File: src/hw/rtl/pcmd_pkg.sv
`timescale 1ns / 1ps
// ----------------------------------------------------------------------------
// pcmd_pkg
// Shared types, register map and constant tables of the memory decoder.
// ----------------------------------------------------------------------------
package pcmd_pkg;

	// Configuration port
	localparam int PADDR_W = 3;
	localparam int PDATA_W = 32;
	localparam logic REG_RAM_BANK  = 1'b0;
	localparam logic REG_CARD_TYPE = 1'b1;

	localparam logic       KIND_READ      = 1'b0;
	localparam logic       KIND_WRITE     = 1'b1;
	localparam logic [2:0] CARD_TYPE_RST  = 3'd5;
	localparam logic [2:0] CARD_NONE      = 3'd0;
	localparam logic [2:0] CARD_2K        = 3'd1;
	localparam logic [2:0] CARD_4K        = 3'd2;
	localparam logic [2:0] CARD_8K        = 3'd3;
	localparam logic [2:0] CARD_16K       = 3'd4;
	localparam logic [2:0] CARD_32K       = 3'd5;
	localparam logic [2:0] CARD_64K       = 3'd6;
	localparam logic [2:0] CARD_UNDEFINED = 3'd7;

	// Address map boundaries
	localparam logic [15:0] LCD_BASE   = 16'h2800;
	localparam logic [15:0] LCD_LAST   = 16'h2B7B;
	localparam logic [15:0] ROMSEL_LO  = 16'h3400;
	localparam logic [15:0] ROMSEL_HI  = 16'h35FF;
	localparam logic [15:0] KEY_LO     = 16'h3E00;
	localparam logic [15:0] IO_LAST    = 16'h3FFF;
	localparam logic [15:0] ROM_LAST   = 16'h7FFF;
	localparam logic [17:0] ROM_OFFSET = 18'h0C000;

	// Keyboard strobe per low nibble of the written byte
	localparam logic [7:0] KEY_STROBE_TABLE [16] = '{
		8'h00, 8'h01, 8'h02, 8'h04, 8'h08, 8'h10, 8'h20, 8'h40,
		8'h80, 8'h00, 8'h00, 8'h00, 8'h00, 8'h00, 8'h00, 8'h7F
	};

	typedef struct packed {
		logic        kind;
		logic [15:0] cpu_address;
		logic [7:0]  write_data;
	} req_t;

	typedef struct packed {
		logic [17:0] physical_address;
		logic        access_ok;
		logic        lcd_dirty;
		logic [9:0]  lcd_offset;
		logic        strobe_valid;
		logic [7:0]  key_strobe;
	} rsp_t;

	// ROM bank register update from a decoded write
	typedef struct packed {
		logic       load;
		logic [2:0] value;
	} rom_wr_t;

endpackage

File: src/hw/rtl/pcmd_if.sv
`timescale 1ns / 1ps
// ----------------------------------------------------------------------------
// pcmd_req_if / pcmd_rsp_if
// Valid/ready channels for CPU access requests and decoded results.
// ----------------------------------------------------------------------------
interface pcmd_req_if;
	logic        valid;
	logic        ready;
	logic        kind;
	logic [15:0] cpu_address;
	logic [7:0]  write_data;

	modport source (output valid, kind, cpu_address, write_data, input ready);
	modport sink   (input valid, kind, cpu_address, write_data, output ready);
endinterface

interface pcmd_rsp_if;
	logic        valid;
	logic        ready;
	logic [17:0] physical_address;
	logic        access_ok;
	logic        lcd_dirty;
	logic [9:0]  lcd_offset;
	logic        strobe_valid;
	logic [7:0]  key_strobe;

	modport source (output valid, physical_address, access_ok, lcd_dirty, lcd_offset,
		strobe_valid, key_strobe, input ready);
	modport sink   (input valid, physical_address, access_ok, lcd_dirty, lcd_offset,
		strobe_valid, key_strobe, output ready);
endinterface

File: src/hw/rtl/pcmd_decode.sv
`timescale 1ns / 1ps
// ----------------------------------------------------------------------------
// pcmd_decode
// Combinational decode of one CPU access: bank remap, write area decode,
// card size check, display dirty mark and keyboard strobe.
// ----------------------------------------------------------------------------
module pcmd_decode (
	input  pcmd_pkg::req_t    req,
	input  logic [2:0]        rom_bank,
	input  logic              ram_bank,
	input  logic [2:0]        card_type,
	output pcmd_pkg::rsp_t    rsp,
	output pcmd_pkg::rom_wr_t rom_wr
);
	import pcmd_pkg::*;

	logic [15:0] a;
	logic [2:0]  card_need;
	logic        card_ok;

	assign a = req.cpu_address;

	// Smallest card that covers the card RAM address
	always_comb begin
		if (ram_bank) begin
			card_need = CARD_64K;
		end else if (a[14:11] == 4'b1111) begin
			card_need = CARD_2K;
		end else if (a[14:12] == 3'b111) begin
			card_need = CARD_4K;
		end else if (a[14:13] == 2'b11) begin
			card_need = CARD_8K;
		end else if (a[14]) begin
			card_need = CARD_16K;
		end else begin
			card_need = CARD_32K;
		end
	end

	assign card_ok = (card_type != CARD_UNDEFINED) && (card_type >= card_need);

	always_comb begin
		rsp          = '0;
		rom_wr.load  = 1'b0;
		rom_wr.value = req.write_data[2:0];

		// Remap the ROM and card RAM windows
		if (a[15:14] == 2'b01) begin
			rsp.physical_address = {2'b00, a} + ROM_OFFSET + {1'b0, rom_bank, 14'b0};
		end else if (a[15]) begin
			rsp.physical_address = {2'b11, ram_bank, a[14:0]};
		end else begin
			rsp.physical_address = {2'b00, a};
		end

		rsp.access_ok = 1'b1;

		// Decode the write area
		if (req.kind == KIND_WRITE) begin
			if (a < LCD_BASE) begin
				rsp.access_ok = 1'b0;
			end else if (a <= LCD_LAST) begin
				rsp.lcd_dirty  = 1'b1;
				rsp.lcd_offset = a[9:0];
			end else if (a >= ROMSEL_LO && a <= ROMSEL_HI) begin
				rom_wr.load = 1'b1;
			end else if (a >= KEY_LO && a <= IO_LAST) begin
				rsp.strobe_valid = 1'b1;
				rsp.key_strobe   = KEY_STROBE_TABLE[req.write_data[3:0]];
			end else if (a <= IO_LAST) begin
				rsp.access_ok = 1'b1;
			end else if (a <= ROM_LAST) begin
				rsp.access_ok = 1'b0;
			end else begin
				rsp.access_ok = card_ok;
			end
		end
	end

endmodule

File: src/hw/rtl/pocket_computer_memory_decoder.sv
`timescale 1ns / 1ps
// ----------------------------------------------------------------------------
// pocket_computer_memory_decoder
// Address decoder and bank controller for an emulated pocket computer bus.
// ----------------------------------------------------------------------------
// Usage:
//   req  : one CPU access per request (kind, cpu_address, write_data).
//   rsp  : one result per request, in order (physical address, access_ok,
//          display dirty mark, keyboard strobe).
//   APB  : ram_bank at 0x0, card_type at 0x4; write only while idle.
// Pipeline: a request taken into the input register is decoded, and its
//   result is captured in the result register, which drives rsp. Throughput
//   is one request per cycle while rsp.ready is high: the input register
//   feeds the decode logic, whose output lands in the result register.
// ROM bank writes take effect at the edge where the write leaves the input
//   register, so the very next request already sees the new bank.
// Reset clears both stages and the ROM bank; ram_bank resets to 0 and
//   card_type to 5 (32 KB card).
// Stall: when rsp.ready is low the result is held; the input register still
//   fills, and req.ready drops only when both stages hold a request.
// ----------------------------------------------------------------------------
module pocket_computer_memory_decoder (
	input  logic                        clk,
	input  logic                        arst_n,
	pcmd_req_if.sink                    req,
	pcmd_rsp_if.source                  rsp,
	input  logic                        psel,
	input  logic                        penable,
	input  logic                        pwrite,
	input  logic [pcmd_pkg::PADDR_W-1:0] paddr,
	input  logic [pcmd_pkg::PDATA_W-1:0] pwdata,
	output logic [pcmd_pkg::PDATA_W-1:0] prdata,
	output logic                        pready
);
	import pcmd_pkg::*;

	logic       ram_bank_q;
	logic [2:0] card_type_q;
	logic [2:0] rom_bank_q;
	logic       cfg_wr;

	logic    valid_s1;
	req_t    req_s1;
	logic    valid_q;
	rsp_t    rsp_q;
	rsp_t    rsp_d;
	rom_wr_t rom_wr;
	logic    adv_s1;
	logic    take_req;

	// Configuration registers
	assign pready = 1'b1;
	assign cfg_wr = psel && penable && pwrite && pready;

	always_ff @(posedge clk or negedge arst_n) begin
		if (!arst_n) begin
			ram_bank_q  <= 1'b0;
			card_type_q <= CARD_TYPE_RST;
		end else if (cfg_wr) begin
			unique case (paddr[2])
				REG_RAM_BANK:  ram_bank_q  <= pwdata[0];
				REG_CARD_TYPE: card_type_q <= pwdata[2:0];
				default:       ram_bank_q  <= ram_bank_q;
			endcase
		end
	end

	always_comb begin
		unique case (paddr[2])
			REG_RAM_BANK:  prdata = {{(PDATA_W-1){1'b0}}, ram_bank_q};
			REG_CARD_TYPE: prdata = {{(PDATA_W-3){1'b0}}, card_type_q};
			default:       prdata = '0;
		endcase
	end

	// Pipeline handshake
	assign adv_s1    = valid_s1 && (!valid_q || rsp.ready);
	assign req.ready = !valid_s1 || adv_s1;
	assign take_req  = req.valid && req.ready;

	// Input register
	always_ff @(posedge clk or negedge arst_n) begin
		if (!arst_n) begin
			valid_s1 <= 1'b0;
		end else if (req.ready) begin
			valid_s1 <= req.valid;
		end
	end

	always_ff @(posedge clk) begin
		if (take_req) begin
			req_s1.kind        <= req.kind;
			req_s1.cpu_address <= req.cpu_address;
			req_s1.write_data  <= req.write_data;
		end
	end

	pcmd_decode u_decode (
		.req       (req_s1),
		.rom_bank  (rom_bank_q),
		.ram_bank  (ram_bank_q),
		.card_type (card_type_q),
		.rsp       (rsp_d),
		.rom_wr    (rom_wr)
	);

	// Load the ROM bank as the write leaves the input register
	always_ff @(posedge clk or negedge arst_n) begin
		if (!arst_n) begin
			rom_bank_q <= 3'd0;
		end else if (adv_s1 && rom_wr.load) begin
			rom_bank_q <= rom_wr.value;
		end
	end

	// Result register
	always_ff @(posedge clk or negedge arst_n) begin
		if (!arst_n) begin
			valid_q <= 1'b0;
		end else if (!valid_q || rsp.ready) begin
			valid_q <= valid_s1;
		end
	end

	always_ff @(posedge clk) begin
		if (adv_s1) begin
			rsp_q <= rsp_d;
		end
	end

	assign rsp.valid            = valid_q;
	assign rsp.physical_address = rsp_q.physical_address;
	assign rsp.access_ok        = rsp_q.access_ok;
	assign rsp.lcd_dirty        = rsp_q.lcd_dirty;
	assign rsp.lcd_offset       = rsp_q.lcd_offset;
	assign rsp.strobe_valid     = rsp_q.strobe_valid;
	assign rsp.key_strobe       = rsp_q.key_strobe;

endmodule

File: src/flat_wrapper.sv
// flat-port wrapper written by rule: the top's interface ports become plain ports
module pocket_computer_memory_decoder_flat import pcmd_pkg::*;
  (clk, arst_n, psel, penable, pwrite, paddr, pwdata, prdata, pready, req_valid, req_kind, req_cpu_address, req_write_data, req_ready, rsp_valid, rsp_physical_address, rsp_access_ok, rsp_lcd_dirty, rsp_lcd_offset, rsp_strobe_valid, rsp_key_strobe, rsp_ready);
  pcmd_req_if req_i ();
  pcmd_rsp_if rsp_i ();
  input  logic clk;
  input  logic arst_n;
  input  logic psel;
  input  logic penable;
  input  logic pwrite;
  input  logic [pcmd_pkg::PADDR_W-1:0] paddr;
  input  logic [pcmd_pkg::PDATA_W-1:0] pwdata;
  output logic [pcmd_pkg::PDATA_W-1:0] prdata;
  output logic pready;
  input wire logic [$bits(req_i.valid)-1:0] req_valid;
  input wire logic [$bits(req_i.kind)-1:0] req_kind;
  input wire logic [$bits(req_i.cpu_address)-1:0] req_cpu_address;
  input wire logic [$bits(req_i.write_data)-1:0] req_write_data;
  output wire logic [$bits(req_i.ready)-1:0] req_ready;
  output wire logic [$bits(rsp_i.valid)-1:0] rsp_valid;
  output wire logic [$bits(rsp_i.physical_address)-1:0] rsp_physical_address;
  output wire logic [$bits(rsp_i.access_ok)-1:0] rsp_access_ok;
  output wire logic [$bits(rsp_i.lcd_dirty)-1:0] rsp_lcd_dirty;
  output wire logic [$bits(rsp_i.lcd_offset)-1:0] rsp_lcd_offset;
  output wire logic [$bits(rsp_i.strobe_valid)-1:0] rsp_strobe_valid;
  output wire logic [$bits(rsp_i.key_strobe)-1:0] rsp_key_strobe;
  input wire logic [$bits(rsp_i.ready)-1:0] rsp_ready;
  assign req_i.valid = req_valid;
  assign req_i.kind = req_kind;
  assign req_i.cpu_address = req_cpu_address;
  assign req_i.write_data = req_write_data;
  assign req_ready = req_i.ready;
  assign rsp_valid = rsp_i.valid;
  assign rsp_physical_address = rsp_i.physical_address;
  assign rsp_access_ok = rsp_i.access_ok;
  assign rsp_lcd_dirty = rsp_i.lcd_dirty;
  assign rsp_lcd_offset = rsp_i.lcd_offset;
  assign rsp_strobe_valid = rsp_i.strobe_valid;
  assign rsp_key_strobe = rsp_i.key_strobe;
  assign rsp_i.ready = rsp_ready;
  pocket_computer_memory_decoder u_core (.clk(clk), .arst_n(arst_n), .req(req_i), .rsp(rsp_i), .psel(psel), .penable(penable), .pwrite(pwrite), .paddr(paddr), .pwdata(pwdata), .prdata(prdata), .pready(pready));
endmodule
File: config.mk
export PLATFORM = sky130hd
export DESIGN_NAME = pocket_computer_memory_decoder_flat
export DESIGN_NICKNAME = d
export VERILOG_FILES = /design/src/hw/rtl/pcmd_pkg.sv /design/src/hw/rtl/pcmd_if.sv /design/src/hw/rtl/pcmd_decode.sv /design/src/hw/rtl/pocket_computer_memory_decoder.sv /design/src/flat_wrapper.sv
export SDC_FILE = /design/constraint.sdc
export NUM_CORES = 1
export LEC_CHECK = 0
export BUFFER_PORTS_ARGS = -buffer_cell sky130_fd_sc_hd__buf_2
export CAP_MARGIN = 20
export CORE_UTILIZATION = 43
export DETAILED_ROUTE_END_ITERATION = 6
export GPL_TIMING_DRIVEN = 0
export PLACE_DENSITY = 0.76
export SYNTH_ARGS = -nofsm -noshare
export SYNTH_HDL_FRONTEND = slang
export SYNTH_HIERARCHICAL = 1
export SYNTH_SLANG_ARGS = --single-unit
File: constraint.sdc
create_clock -name clk -period 1.66 [get_ports clk]
set_input_delay 0.249 -clock clk [delete_from_list [all_inputs] [get_ports clk]]
set_output_delay 0.249 -clock clk [all_outputs]
set_load 0.02 [all_outputs]
==> impl_metrics.toml <==
[status]
status = "complete, but fails checks"
violations = "setup timing"

[drt]
drc = 0
wl_mm = 5.59
vias = 2057
drtPass1Iterations = 4
drtIter0Drc = 85
wl_per_cell_um = 11.9
ant_nets = 0
via_per_inst = 4.37

[final_layout]
fin_nets = 441
diodes = 0
final_common_cell = "buf_2"
final_cell_mix = "76 x buf_2, 60 x edfxtp_1, 56 x buf_4"
multiInputGateArea_um2 = 906
utilization = 0.574
final_cell_area_um2 = 4140
nFillCells = 624
regArea_um2 = 2030
area_growth_pct = 30.1
drive_gt1_frac = 0.484
final_cells = 471

[timing]
fin_worst_skew_ns = 0.00739
fmax_mhz = 582
timing.final.crit_share = 1.04
worst_pin_slew_ns = 0.535
hold_viol = 0
finalCriticalPeriod_ns = 1.72
slew_headroom = 0.644
setup_violations = 15
slew_viol_final = 0
setup_ws_ns = -0.0582
rsz0062_at_grt = "true"

[power_and_ir_drop]
p_leak_nw = 1.84
p_per_area_nw_per_um2 = 1010
irDropWorstVdd_uv = 443
power_w = 0.00420

[global_route]
grt_util_all_layers = 0.154
grt_max_degree = 40
grt_pass1_wl_mm = 8.65
gr-total-overflow = 0
grt_antenna_before_repair = 0
grt_pass1_vias = 1907

[placement]
dp_hpwl_mm = 3.95
portBuffers = 75
place_area_um2 = 3820
finalWeightedCongestion = 0.772
dp_cells = 445
place_ws_ns = -0.245

[cts]
cts_tree = "yes"
cts_sinks = 69
clk_pin_slew_ns = 0.08
cts_buffers = 9
cts_max_level = 3
root_buffer = "clkbuf_8"
clk_path_buf_depth = 2
insertion_delay_ns = 0.35

[setup_path]
worst-setup-path-type = "register to register"
crit_required_ns = 1.74
startpoint_type = "register"
crit_path_end_kind = "register"
critPathArrivalTime_ns = 1.80
critPathMaxFanout = 10

[die]
core_um2 = 7210
die_w_um = 88.1
initial_core_util = 0.442
fp.dieH_um = 88.1
rows = 31
die_area_um2 = 7760
ios = 141

[logic_synthesis]
avgSynthCellArea_um2 = 13.1
netlist_instances = 243
syn_area_um2 = 3190
yosysWarningCount = 6

[hold_path]
hp-class = "input port to register"

[run]
drv_cap = 0
## path summary, 6_finish.rpt
path,startpoint,to,slack [ns],depth (start not counted)
setup / recovery,u_core/req_s1[19],u_core/rsp.lcd_offset[2],-0.06,7
hold / removal,req_kind,u_core/req_s1[24],0.07,1
setup reg to reg,u_core/req_s1[19],u_core/rsp.lcd_offset[2],-0.06,7
hold reg to reg,u_core/rom_bank_q[0],u_core/rom_bank_q[0],0.52,1
max in group asynchronous,arst_n,u_core/card_type_q[2],1.14,2
min in group asynchronous,arst_n,u_core/rsp.valid,0.27,2
## power breakdown
group          switching [W]  internal (W)  total [W]
Clock               0.000663      0.000697    0.00136
Combinational       0.000403      0.000307   0.000710
Sequential         0.0000809       0.00205    0.00213
## critical path, stage by stage, from the launching register on
cell      delay, ns
edfxtp_1       0.40
buf_4          0.14
buf_4          0.14
a21oi_1        0.07
o211a_1        0.24
mux2i_1        0.18
buf_4          0.20
a21oi_1        0.08
## state kept, by name, indices dropped and copies added (netlist names)
name	flops
u_core/card_type_q	3
u_core/ram_bank_q	1
u_core/req_s1	21
u_core/rom_bank_q	3
u_core/rsp.access_ok	1
u_core/rsp.key_strobe	8
u_core/rsp.lcd_dirty	1
u_core/rsp.lcd_offset	10
u_core/rsp.physical_address	18
u_core/rsp.strobe_valid	1
u_core/rsp.valid	1
u_core/valid_s1	1
## stage by stage
stage / hold slack, ns / setup TNS (ns)
floorplan: -0.0466 / -0.170
finish: 0.0715 / -0.582
global route: 0.0649 / -2.18
detailed placement: 0.114 / -0.743
global placement: 0.107 / -0.624
CTS: 0.0595 / -0.284
## area by class of cell
cell class,instances,area share
clock buffers,9,0.0299
inverters,14,0.0127
clock inverters,7,0.0181
flip-flops and latches,69,0.490
multi-input cells,136,0.219
repair buffers,85,0.110
well taps,99,0.0299
plain buffers,52,0.0909
## routing by layer
| layer | vias to the layer above | wire length (um) | GRT usage | share of wire |
|---|---|---|---|---|
| met3 | 11 | 432 | 0.0415 | 0.077 |
| li1 | 1025 | - | - | - |
| met1 | 929 | 2330 | 0.182 | 0.42 |
| met2 | 92 | 2710 | 0.251 | 0.49 |
| met4 | 0 | 112 | 0.0968 | 0.020 |
| met5 | - | 0 | 0 | 0 |
## timing repair
item / CTS / global route
endpoints found under the setup margin: 15 / 60
endpoints found under the hold margin: 9 / 0
gates resized for setup: 9 / 6
hold buffers: 1 / 0
setup buffers: 8 / 1
pin swaps: 9 / 4
No activity file was read; power rests on OpenSTA's default activity.
